### src/rtl/socd_pkg.sv
// Shared types and constants for the opposing-key resolver.
package socd_pkg;

   localparam int KeyWidth   = 3;
   localparam int MaskWidth  = 4;
   localparam int CsrAddrW   = 3;
   localparam int CsrDataW   = 32;

   // Key codes carried by key_select
   localparam logic [KeyWidth-1:0] KeyLeft   = 3'd0;
   localparam logic [KeyWidth-1:0] KeyRight  = 3'd1;
   localparam logic [KeyWidth-1:0] KeyUp     = 3'd2;
   localparam logic [KeyWidth-1:0] KeyDown   = 3'd3;
   localparam logic [KeyWidth-1:0] KeyToggle = 3'd4;

   // Opposite action codes
   localparam logic [1:0] ActNone    = 2'd0;
   localparam logic [1:0] ActRelease = 2'd1;
   localparam logic [1:0] ActPress   = 2'd2;

   // Register indexes (paddr[2])
   localparam logic RegPriority = 1'b0;
   localparam logic RegNullify  = 1'b1;

   localparam logic [MaskWidth-1:0] PriorityReset = 4'd4;
   localparam logic [MaskWidth-1:0] NullifyReset  = 4'd8;

   typedef struct packed {
      logic [MaskWidth-1:0] priority_mask;
      logic [MaskWidth-1:0] nullify_mask;
   } cfg_type;

   typedef struct packed {
      logic [KeyWidth-1:0] key_select;
      logic                is_press;
   } req_type;

   typedef struct packed {
      logic       pass_event;
      logic [1:0] opposite_action;
      logic [1:0] opposite_key;
      logic       mode_on;
   } rsp_type;

endpackage

### src/rtl/socd_csr.sv
// APB register file holding the priority and nullify masks.
module socd_csr (
   input  logic                          clock,
   input  logic                          reset,
   input  logic                          psel,
   input  logic                          penable,
   input  logic                          pwrite,
   input  logic [socd_pkg::CsrAddrW-1:0] paddr,
   input  logic [socd_pkg::CsrDataW-1:0] pwdata,
   output logic [socd_pkg::CsrDataW-1:0] prdata,
   output logic                          pready,
   output socd_pkg::cfg_type             cfg
);
   import socd_pkg::*;

   logic [MaskWidth-1:0] priority_ff, priority_in;
   logic [MaskWidth-1:0] nullify_ff, nullify_in;
   logic                 wr_en;

   assign pready = 1'b1;
   assign wr_en  = psel & penable & pwrite;

   always_comb begin
      priority_in = priority_ff;
      nullify_in  = nullify_ff;
      if (wr_en) begin
         unique case (paddr[2])
            RegPriority: priority_in = pwdata[MaskWidth-1:0];
            RegNullify:  nullify_in  = pwdata[MaskWidth-1:0];
            default:     ;
         endcase
      end
   end

   always_ff @(posedge clock) begin
      if (reset) begin
         priority_ff <= PriorityReset;
         nullify_ff  <= NullifyReset;
      end else begin
         priority_ff <= priority_in;
         nullify_ff  <= nullify_in;
      end
   end

   always_comb begin
      prdata = '0;
      unique case (paddr[2])
         RegPriority: prdata[MaskWidth-1:0] = priority_ff;
         RegNullify:  prdata[MaskWidth-1:0] = nullify_ff;
         default:     ;
      endcase
   end

   assign cfg.priority_mask = priority_ff;
   assign cfg.nullify_mask  = nullify_ff;

endmodule

### src/rtl/socd_core.sv
// Key state registers and the combinational resolution logic.
module socd_core (
   input  logic              clock,
   input  logic              reset,
   input  logic              advance,
   input  socd_pkg::req_type req,
   input  socd_pkg::cfg_type cfg,
   output socd_pkg::rsp_type rsp
);
   import socd_pkg::*;

   logic [MaskWidth-1:0] held_ff, held_in;
   logic [MaskWidth-1:0] sent_ff, sent_in;
   logic                 mode_ff, mode_in;

   logic [MaskWidth-1:0] kb, ob;
   logic [1:0]           opp;
   logic                 done;

   assign opp = req.key_select[1:0] ^ 2'b01;

   always_comb begin
      kb   = '0;
      ob   = '0;
      kb[req.key_select[1:0]] = 1'b1;
      ob[opp]                 = 1'b1;
      held_in = held_ff;
      sent_in = sent_ff;
      mode_in = mode_ff;
      done    = 1'b0;
      rsp.pass_event      = 1'b1;
      rsp.opposite_action = ActNone;
      rsp.opposite_key    = 2'd0;
      if (req.key_select == KeyToggle) begin
         if (req.is_press) mode_in = ~mode_ff;
         rsp.pass_event = 1'b0;
      end else if (req.key_select < KeyToggle) begin
         rsp.opposite_key = opp;
         if (mode_ff) begin
            if (req.is_press) begin
               held_in = held_ff | kb;
               if ((sent_ff & ob) != '0) begin
                  if ((cfg.priority_mask & ob) == '0) begin
                     sent_in = sent_in & ~ob;
                     rsp.opposite_action = ActRelease;
                  end
                  if ((cfg.nullify_mask & kb) != '0) begin
                     sent_in = sent_in & ~kb;
                     rsp.pass_event = 1'b0;
                     done = 1'b1;
                  end
               end
               if (!done) sent_in = sent_in | kb;
            end else begin
               held_in = held_ff & ~kb;
               // opposite still held but released earlier: press it again
               if (((held_in & ob) != '0) && ((sent_ff & ob) == '0)) begin
                  sent_in = sent_in | ob;
                  rsp.opposite_action = ActPress;
               end
               if (((cfg.nullify_mask & kb) != '0) && ((sent_ff & kb) == '0)) begin
                  rsp.pass_event = 1'b0;
                  done = 1'b1;
               end
               if (!done) sent_in = sent_in & ~kb;
            end
         end
      end
      rsp.mode_on = mode_in;
   end

   always_ff @(posedge clock) begin
      if (reset) begin
         held_ff <= '0;
         sent_ff <= '0;
         mode_ff <= 1'b0;
      end else if (advance) begin
         held_ff <= held_in;
         sent_ff <= sent_in;
         mode_ff <= mode_in;
      end
   end

endmodule

### src/rtl/opposing_key_socd_resolver.sv
// Top level of the opposing-key resolver: request/response pipeline and APB port.
//
//   channel   direction  handshake            payload
//   req       in         req_valid/req_ready  req_key_select[2:0], req_is_press
//   rsp       out        rsp_valid/rsp_ready  rsp_pass_event, rsp_opposite_action[1:0],
//                                             rsp_opposite_key[1:0], rsp_mode_on
//   csr       in/out     psel/penable/pready  paddr[2:0], pwdata, prdata (masks at 0x0, 0x4)
//
// One request per clock sustained while rsp_ready stays high; rsp_valid rises once an accepted
// request has passed the input register, then resolve logic into the response register.
// Synchronous active-high reset clears the valid bits, the held/sent flags and
// the mode; masks reset to priority 0x4 and nullify 0x8.
// A stalled response holds the response register; the input register still
// takes a request when it is empty, then req_ready drops until rsp moves.
module opposing_key_socd_resolver (
   input  logic                          clock,
   input  logic                          reset,
   // request channel
   input  logic                          req_valid,
   output logic                          req_ready,
   input  logic [socd_pkg::KeyWidth-1:0] req_key_select,
   input  logic                          req_is_press,
   // response channel
   output logic                          rsp_valid,
   input  logic                          rsp_ready,
   output logic                          rsp_pass_event,
   output logic [1:0]                    rsp_opposite_action,
   output logic [1:0]                    rsp_opposite_key,
   output logic                          rsp_mode_on,
   // configuration port
   input  logic                          psel,
   input  logic                          penable,
   input  logic                          pwrite,
   input  logic [socd_pkg::CsrAddrW-1:0] paddr,
   input  logic [socd_pkg::CsrDataW-1:0] pwdata,
   output logic [socd_pkg::CsrDataW-1:0] prdata,
   output logic                          pready
);
   import socd_pkg::*;

   cfg_type cfg;
   req_type req_ff, req_in;
   rsp_type rsp_ff, rsp_comb;
   logic    in_valid_ff, in_valid_in;
   logic    out_valid_ff, out_valid_in;
   logic    advance;

   socd_csr u_csr (
      .clock   (clock),
      .reset   (reset),
      .psel    (psel),
      .penable (penable),
      .pwrite  (pwrite),
      .paddr   (paddr),
      .pwdata  (pwdata),
      .prdata  (prdata),
      .pready  (pready),
      .cfg     (cfg)
   );

   // Input register moves into the response register when that one is free
   // or being emptied this cycle; the key state updates on the same edge.
   assign advance   = in_valid_ff & (~out_valid_ff | rsp_ready);
   assign req_ready = ~in_valid_ff | advance;

   assign req_in.key_select = req_key_select;
   assign req_in.is_press   = req_is_press;

   socd_core u_core (
      .clock   (clock),
      .reset   (reset),
      .advance (advance),
      .req     (req_ff),
      .cfg     (cfg),
      .rsp     (rsp_comb)
   );

   always_comb begin
      in_valid_in  = in_valid_ff;
      out_valid_in = out_valid_ff;
      if (req_ready) in_valid_in = req_valid;
      if (advance) out_valid_in = 1'b1;
      else if (rsp_ready) out_valid_in = 1'b0;
   end

   always_ff @(posedge clock) begin
      if (reset) begin
         in_valid_ff  <= 1'b0;
         out_valid_ff <= 1'b0;
      end else begin
         in_valid_ff  <= in_valid_in;
         out_valid_ff <= out_valid_in;
      end
   end

   // payload registers, no reset needed
   always_ff @(posedge clock) begin
      if (req_valid & req_ready) req_ff <= req_in;
      if (advance) rsp_ff <= rsp_comb;
   end

   assign rsp_valid           = out_valid_ff;
   assign rsp_pass_event      = rsp_ff.pass_event;
   assign rsp_opposite_action = rsp_ff.opposite_action;
   assign rsp_opposite_key    = rsp_ff.opposite_key;
   assign rsp_mode_on         = rsp_ff.mode_on;

endmodule
### config.mk
export PLATFORM = sky130hd
export DESIGN_NAME = opposing_key_socd_resolver
export DESIGN_NICKNAME = d
export VERILOG_FILES = /design/src/rtl/socd_pkg.sv /design/src/rtl/socd_csr.sv /design/src/rtl/socd_core.sv /design/src/rtl/opposing_key_socd_resolver.sv
export SDC_FILE = /design/constraint.sdc
export NUM_CORES = 1
export LEC_CHECK = 0
export ABC_AREA = 1
export BUFFER_PORTS_ARGS = -buffer_cell sky130_fd_sc_hd__buf_2
export CAP_MARGIN = 25
export CORE_ASPECT_RATIO = 1.2
export CORE_MARGIN = 1.5
export CORE_UTILIZATION = 46
export CTS_CLUSTER_SIZE = 12
export DETAILED_ROUTE_END_ITERATION = 10
export MAX_ROUTING_LAYER = met4
export PLACE_DENSITY = 0.86
export SKIP_CTS_REPAIR_TIMING = 1
export SYNTH_ARGS = -nofsm -noshare
export SYNTH_HDL_FRONTEND = slang
export SYNTH_SLANG_ARGS = --single-unit
export TNS_END_PERCENT = 1
### constraint.sdc
create_clock -name clock -period 2.05 [get_ports clock]
set_input_delay 0.41 -clock clock [delete_from_list [all_inputs] [get_ports clock]]
set_output_delay 0.41 -clock clock [all_outputs]
set_load 0.05 [all_outputs]
* After elaboration in Yosys (flattened, before gate mapping) *
Index checks and enable logic that the tools add are counted.

word-level totals
  flip-flop bits (word level) = 29
  latch bits = 0
  bits in writable memories = 0
  memory bits (read-only) = 0
  input bits = 46
  output and inout bits = 41
  word-level logic and storage cells = 111
  memories = 0

cells by class
  add/sub/neg operators = 0
  multiply operators = 0
  div/mod/pow operators = 0
  $lt $le $gt $ge = 5
  equality and inequality tests = 1
  shifts and indexed selects = 0
  multiplexer cells = 49
  bitwise logic cells = 27
  reduce and logical (&&, ||, !) cells = 16

operator list
  cell                count
  $mux 4              21
  $and 4x4->4         9
  $mux 1              20
  $logic_not 4->1     3
  $or 4x4->4          3
  $reduce_bool 4->1   3
  $mux 3              3
  $not 4->4           2
  $pmux 4 s2          1
  $not 1->1           7
  $lt 2x3->1 const B  2
  $mux 5              1
  $and 1x1->1         4
  $demux 1 s2         2
  $ge 2x1->1 const B  2
  $logic_and 1x1->1   4
  $reduce_and 2->1    2
  $reduce_and 4->1    1
  $eq 3x3->1 const B  1
  $lt 3x3->1 const B  1
  $reduce_or 3->1     1
  $mux 2              1
  $or 1x1->1          2
  $reduce_bool 2->1   1
  $reduce_or 2->1     1

* Depth between registers and ports, before layout *
  word-level depth = 23
  gate-level depth with buffers = 13
  gate-level depth less buffers = 12

* Hierarchy *
From an unflattened synthesis, not the netlist that was laid out.

second synthesis, totals
  cells, all modules = 264
  area total of the unflattened synthesis = 1894.3 µm²

modules (own cells, without submodules)
  module                      times used  cells an instance  area each (µm²)  seq. area each (µm²)
  socd_core                   1           148                849.6            180.2
  socd_csr                    1           94                 653.1            160.2
  opposing_key_socd_resolver  1           22                 391.6            340.3

* Worst setup path after synthesis *
Ideal clock, no wire load.

  path type = input port to output port
  from = input port paddr[2] in the netlist's numbering
  to = output port prdata[1] in the netlist's numbering
  arrival time = 1.558 ns
  required time = 1.640 ns
  setup slack = 0.082 ns
  cell stages on the path = 2
  path buffers = 0
  path through = inv_1 -> o21ai_0

on the way
  cells in the longest elaborated chain, start to end = 2

ends and longest elaborated chain
  item                line                              RTL
  start: declaration  opposing_key_socd_resolver.sv:34  input logic [socd_pkg::CsrAddrW-1:0] paddr,
  $not 1->1           socd_csr.sv:47                    unique case (paddr[2])
  $pmux 4 s2 *        socd_csr.sv:47
  end: declaration    opposing_key_socd_resolver.sv:36  output logic [socd_pkg::CsrDataW-1:0] prdata,

Every way passes the cells marked *; elsewhere a longest branch is shown, timed or not.

* Worst setup path after layout *
  from = register req_ff[2] in the netlist's numbering
  to = register rsp_ff, in the netlist rsp_pass_event, data pin

on the way
  cells in the longest elaborated chain, start to end = 11
  elaborated cells on any way between the ends = 25
  classes of those cells = order compare: 5; eq/ne: 1; mux: 10; bitwise: 3; reduce/logical: 6

ends and longest elaborated chain
  item                                                            line                              RTL
  start: declaration                                              opposing_key_socd_resolver.sv:42  req_type req_ff, req_in;
  start signal: assignment                                        opposing_key_socd_resolver.sv:98  if (req_valid & req_ready) req_ff <= req_in;
  $lt 2x3->1 (implied by the code) or $ge 2x1->1 (tied branches)  socd_core.sv:25                   kb[req.key_select[1:0]] = 1'b1;
  $logic_and 1x1->1 (implied by the code)                         socd_core.sv:25
  $mux 1 (implied by the code)                                    socd_core.sv:25
  $demux 1 s2                                                     n/a
  $and 4x4->4 (on tied branches)                                  socd_core.sv:47, socd_core.sv:61
  $reduce_bool 4->1 or $logic_not 4->1 (tied branches)            socd_core.sv:47, socd_core.sv:61
  $mux 1 or $logic_and 1x1->1 (tied branches)                     socd_core.sv:47, socd_core.sv:61
  $mux 3 or $mux 1 (tied branches)                                socd_core.sv:42, socd_core.sv:61
  $mux 3                                                          socd_core.sv:40                   if (req.is_press) begin
  $mux 3                                                          socd_core.sv:39                   if (mode_ff) begin
  $mux 5                                                          socd_core.sv:37                   end else if (req.key_select < KeyToggle) begin
  end signal: assignment                                          opposing_key_socd_resolver.sv:99  if (advance) rsp_ff <= rsp_comb;
  end: declaration                                                opposing_key_socd_resolver.sv:43  rsp_type rsp_ff, rsp_comb;

Parallel ways exist; a longest one is shown, timed or not.
A chain may end at the register's enable or synchronous reset.

==> impl_metrics.csv <==
group,metric,value,unit
status,outcome,"complete, no violations",
setup_path,reg2reg_from,"req_ff[2]",
cells_and_area,area_growth,9.34,%
cells_and_area,num-fill-cells,368,
sta,fin_crit_sh,90.9,%
grt,grt_pass1_wl,6250,um
floorplanning,initial_core_util,48.6,%
min_path,hp-start,"req_key_select[1]",
placement,pre_cts_ws,195,ps
placement,place.gp.congestion,0.957,
clock_network,clockRootBuffer,"clkbuf_8",
sta,slew_violations,0,
sta,tns,0,ps
cells_and_area,diodes,0,
sta,timing.fmax,536,MHz
sta,hold_viol,0,
floorplanning,core_area,3690,um^2
setup_path,path_class,"reg -> reg",
drt,wl_per_cell,11.7,um
drt,drt-total-wl,3830,um
placement,io_buffers,27,
drt,vias,1593,
power,seq_power_share,42.5,%
grt,track_usage,19.9,%
synthesis,syn_inst,246,
clock_network,clockBufferDepth,2,
placement,dp_hpwl,2930,um
clock_network,cts_buffers,5,
sta,postLayoutSetupSlackWorst,186,ps
clock_network,clock_latency,280,ps
sta,min_period,1860,ps
synthesis,synth_top_area_share,21.2,%
synthesis,yosys.area.top_type,"dfxtp_1",
power,p_int,1.02,mW
floorplanning,die-area,4290,um^2
grt,grt_pass1_vias,1392,
floorplanning,num_rows,24,
synthesis,syn_avg_cell_area,7.30,um^2
synthesis,ys_ff_latch,29,
power,clockPowerShare,38.5,%
power,powerDensity,755,nW/um^2
synthesis,seq_area_frac_synth,37.9,%
synthesis,synth_area,1800,um^2
setup_path,cp-start-kind,"flop",
drt,final_antenna_net_count,0,
cells_and_area,regArea,681,um^2
min_path,hold_class,"in -> reg",
power,peakVddDrop,0.000447,V
drt,drc,0,
setup_path,critPathLaunch,"req_ff[2]",
drt,viasPerCell,4.84,
cells_and_area,final_nets,322,
power,pwr-share-comb,19.0,%
clock_network,clock-sinks,29,
floorplanning,die_w,60.0,um
power,cellLeakagePower,0.947,nW
synthesis,ys_types,25,
grt,antenna_found_initial,0,
clock_network,path_clk_slew,60,ps
setup_path,crit_fanout,10,
cells_and_area,drive_gt1_share,18.8,%
cells_and_area,multi_input_area,817,um^2
power,finalPower,1.48,mW
clock_network,htreeDepth,2,
setup_path,required,2080,ps
setup_path,setup.worst_path.end_class,"flop",
setup_path,arrival,1890,ps
sta,setup_violations,0,
power,switching_share,31.3,%
synthesis,yosys-top-cells-area,"dfxtp_1, edfxtp_1, buf_4, nand2_1, nand3_1",
clock_network,cts_tree,"built",
drt,first_iter_violations,76,
sta,rsz0062_at_grt,"no",
grt,grt_max_degree,13,
drt,drt-pass1-iter-count,4,
flow_run,maxCapViolCount,0,
synthesis,ys_warn_count,0,
floorplanning,io_pins,87,
grt,overflow,0,
floorplanning,dieHeight,71.4,um
power,power.switching,0.464,mW
sta,clock_skew,3.76,ps
==> power groups by stage <==
stage	Sequential, mW	Clock, mW	Combinational [mW]
global route	0.632	0.605	0.300
detailed placement	0.642	0	0.279
global placement	0.641	0	0.275
floorplan	0.661	0	0.257
finish	0.630	0.570	0.282
CTS	0.630	0.575	0.280
==> cell usage after synthesis <==
cell type,number
a311oi_1,2
nand2_2,5
clkbuf_1,1
nor3_1,3
o21ai_0,14
inv_2,1
o21ai_1,2
nand2_1,46
conb_1,2
nor2_4,2
inv_4,2
o22ai_1,2
xor2_1,1
buf_4,30
nor2_2,1
nand3_2,2
a21oi_1,17
edfxtp_1,10
o21ai_2,1
nor2_1,20
dfxtp_1,19
inv_1,32
buf_6,3
nand2_4,2
nand3_1,26
==> kinds of logic after synthesis <==
| family | count (synthesis) | synth area share, % |
|---|---|---|
| buffers and inverters | 69 | 22.2 |
| AND/OR/NAND/NOR | 107 | 27.6 |
| XOR/XNOR | 1 | 0.488 |
| other | 2 | 0.418 |
| flip-flops | 29 | 37.9 |
| AO/OA/AOI/OAI | 38 | 11.4 |
==> metrics by stage <==
stage	area (um^2)	utilization [%]	hold WS, ps	instances
after detailed placement	1860	50.3	457	321
final	1960	53.2	302	329
after global routing	1960	53.2	292	329
after CTS	1960	53.2	295	329
after floorplan	1900	-	439	273
after global placement	1860	50.3	456	321
==> cells in the final DEF, fill, tap and decap left out, types with 5 or more instances in the layout <==
master / Yosys / layout
edfxtp_1: 10 / 10
nand2_1: 46 / 46
conb_1: 2 / 29
clkbuf_8: 0 / 5
buf_2: 0 / 27
nand2_2: 5 / 5
o21ai_0: 14 / 14
dfxtp_1: 19 / 19
nand3_1: 26 / 26
inv_1: 32 / 32
a21oi_1: 17 / 17
nor2_1: 20 / 20
==> worst max-delay path: stages (launching register included) <==
cell	delay (ps)
edfxtp_1	510
nor2_2	440
nand2_1	110
nand2_1	80
inv_1	40
nand2_2	140
nand2_1	90
nor3_1	140
nor3_1	60
==> layer usage <==
layer	wire, um	track usage [%]	vias up
li1	-	-	793
met1	1540	22.0	714
met2	2020	34.1	81
met5	0	-	-
met4	51	6.67	0
met3	225	4.87	5
==> final cells by class <==
| type | instances | share of cell area (%) |
|---|---|---|
| clock inverters | 2 | 1.72 |
| multi-input cells | 175 | 41.6 |
| flip-flops and latches | 29 | 34.7 |
| clock buffers | 6 | 3.70 |
| inverters | 35 | 6.95 |
| well taps | 52 | 3.31 |
| repair buffers | 30 | 8.03 |
==> final timing paths <==
| path | cells past startpoint | end | slack, ps |
|---|---|---|---|
| max | 8 | rsp_pass_event | 190 |
| min | 1 | req_ff[2] | 300 |
| max reg2reg | 8 | rsp_pass_event | 190 |
| min reg2reg | 2 | u_csr.nullify_ff[1] | 470 |
No activity file was read; power rests on OpenSTA's default activity.
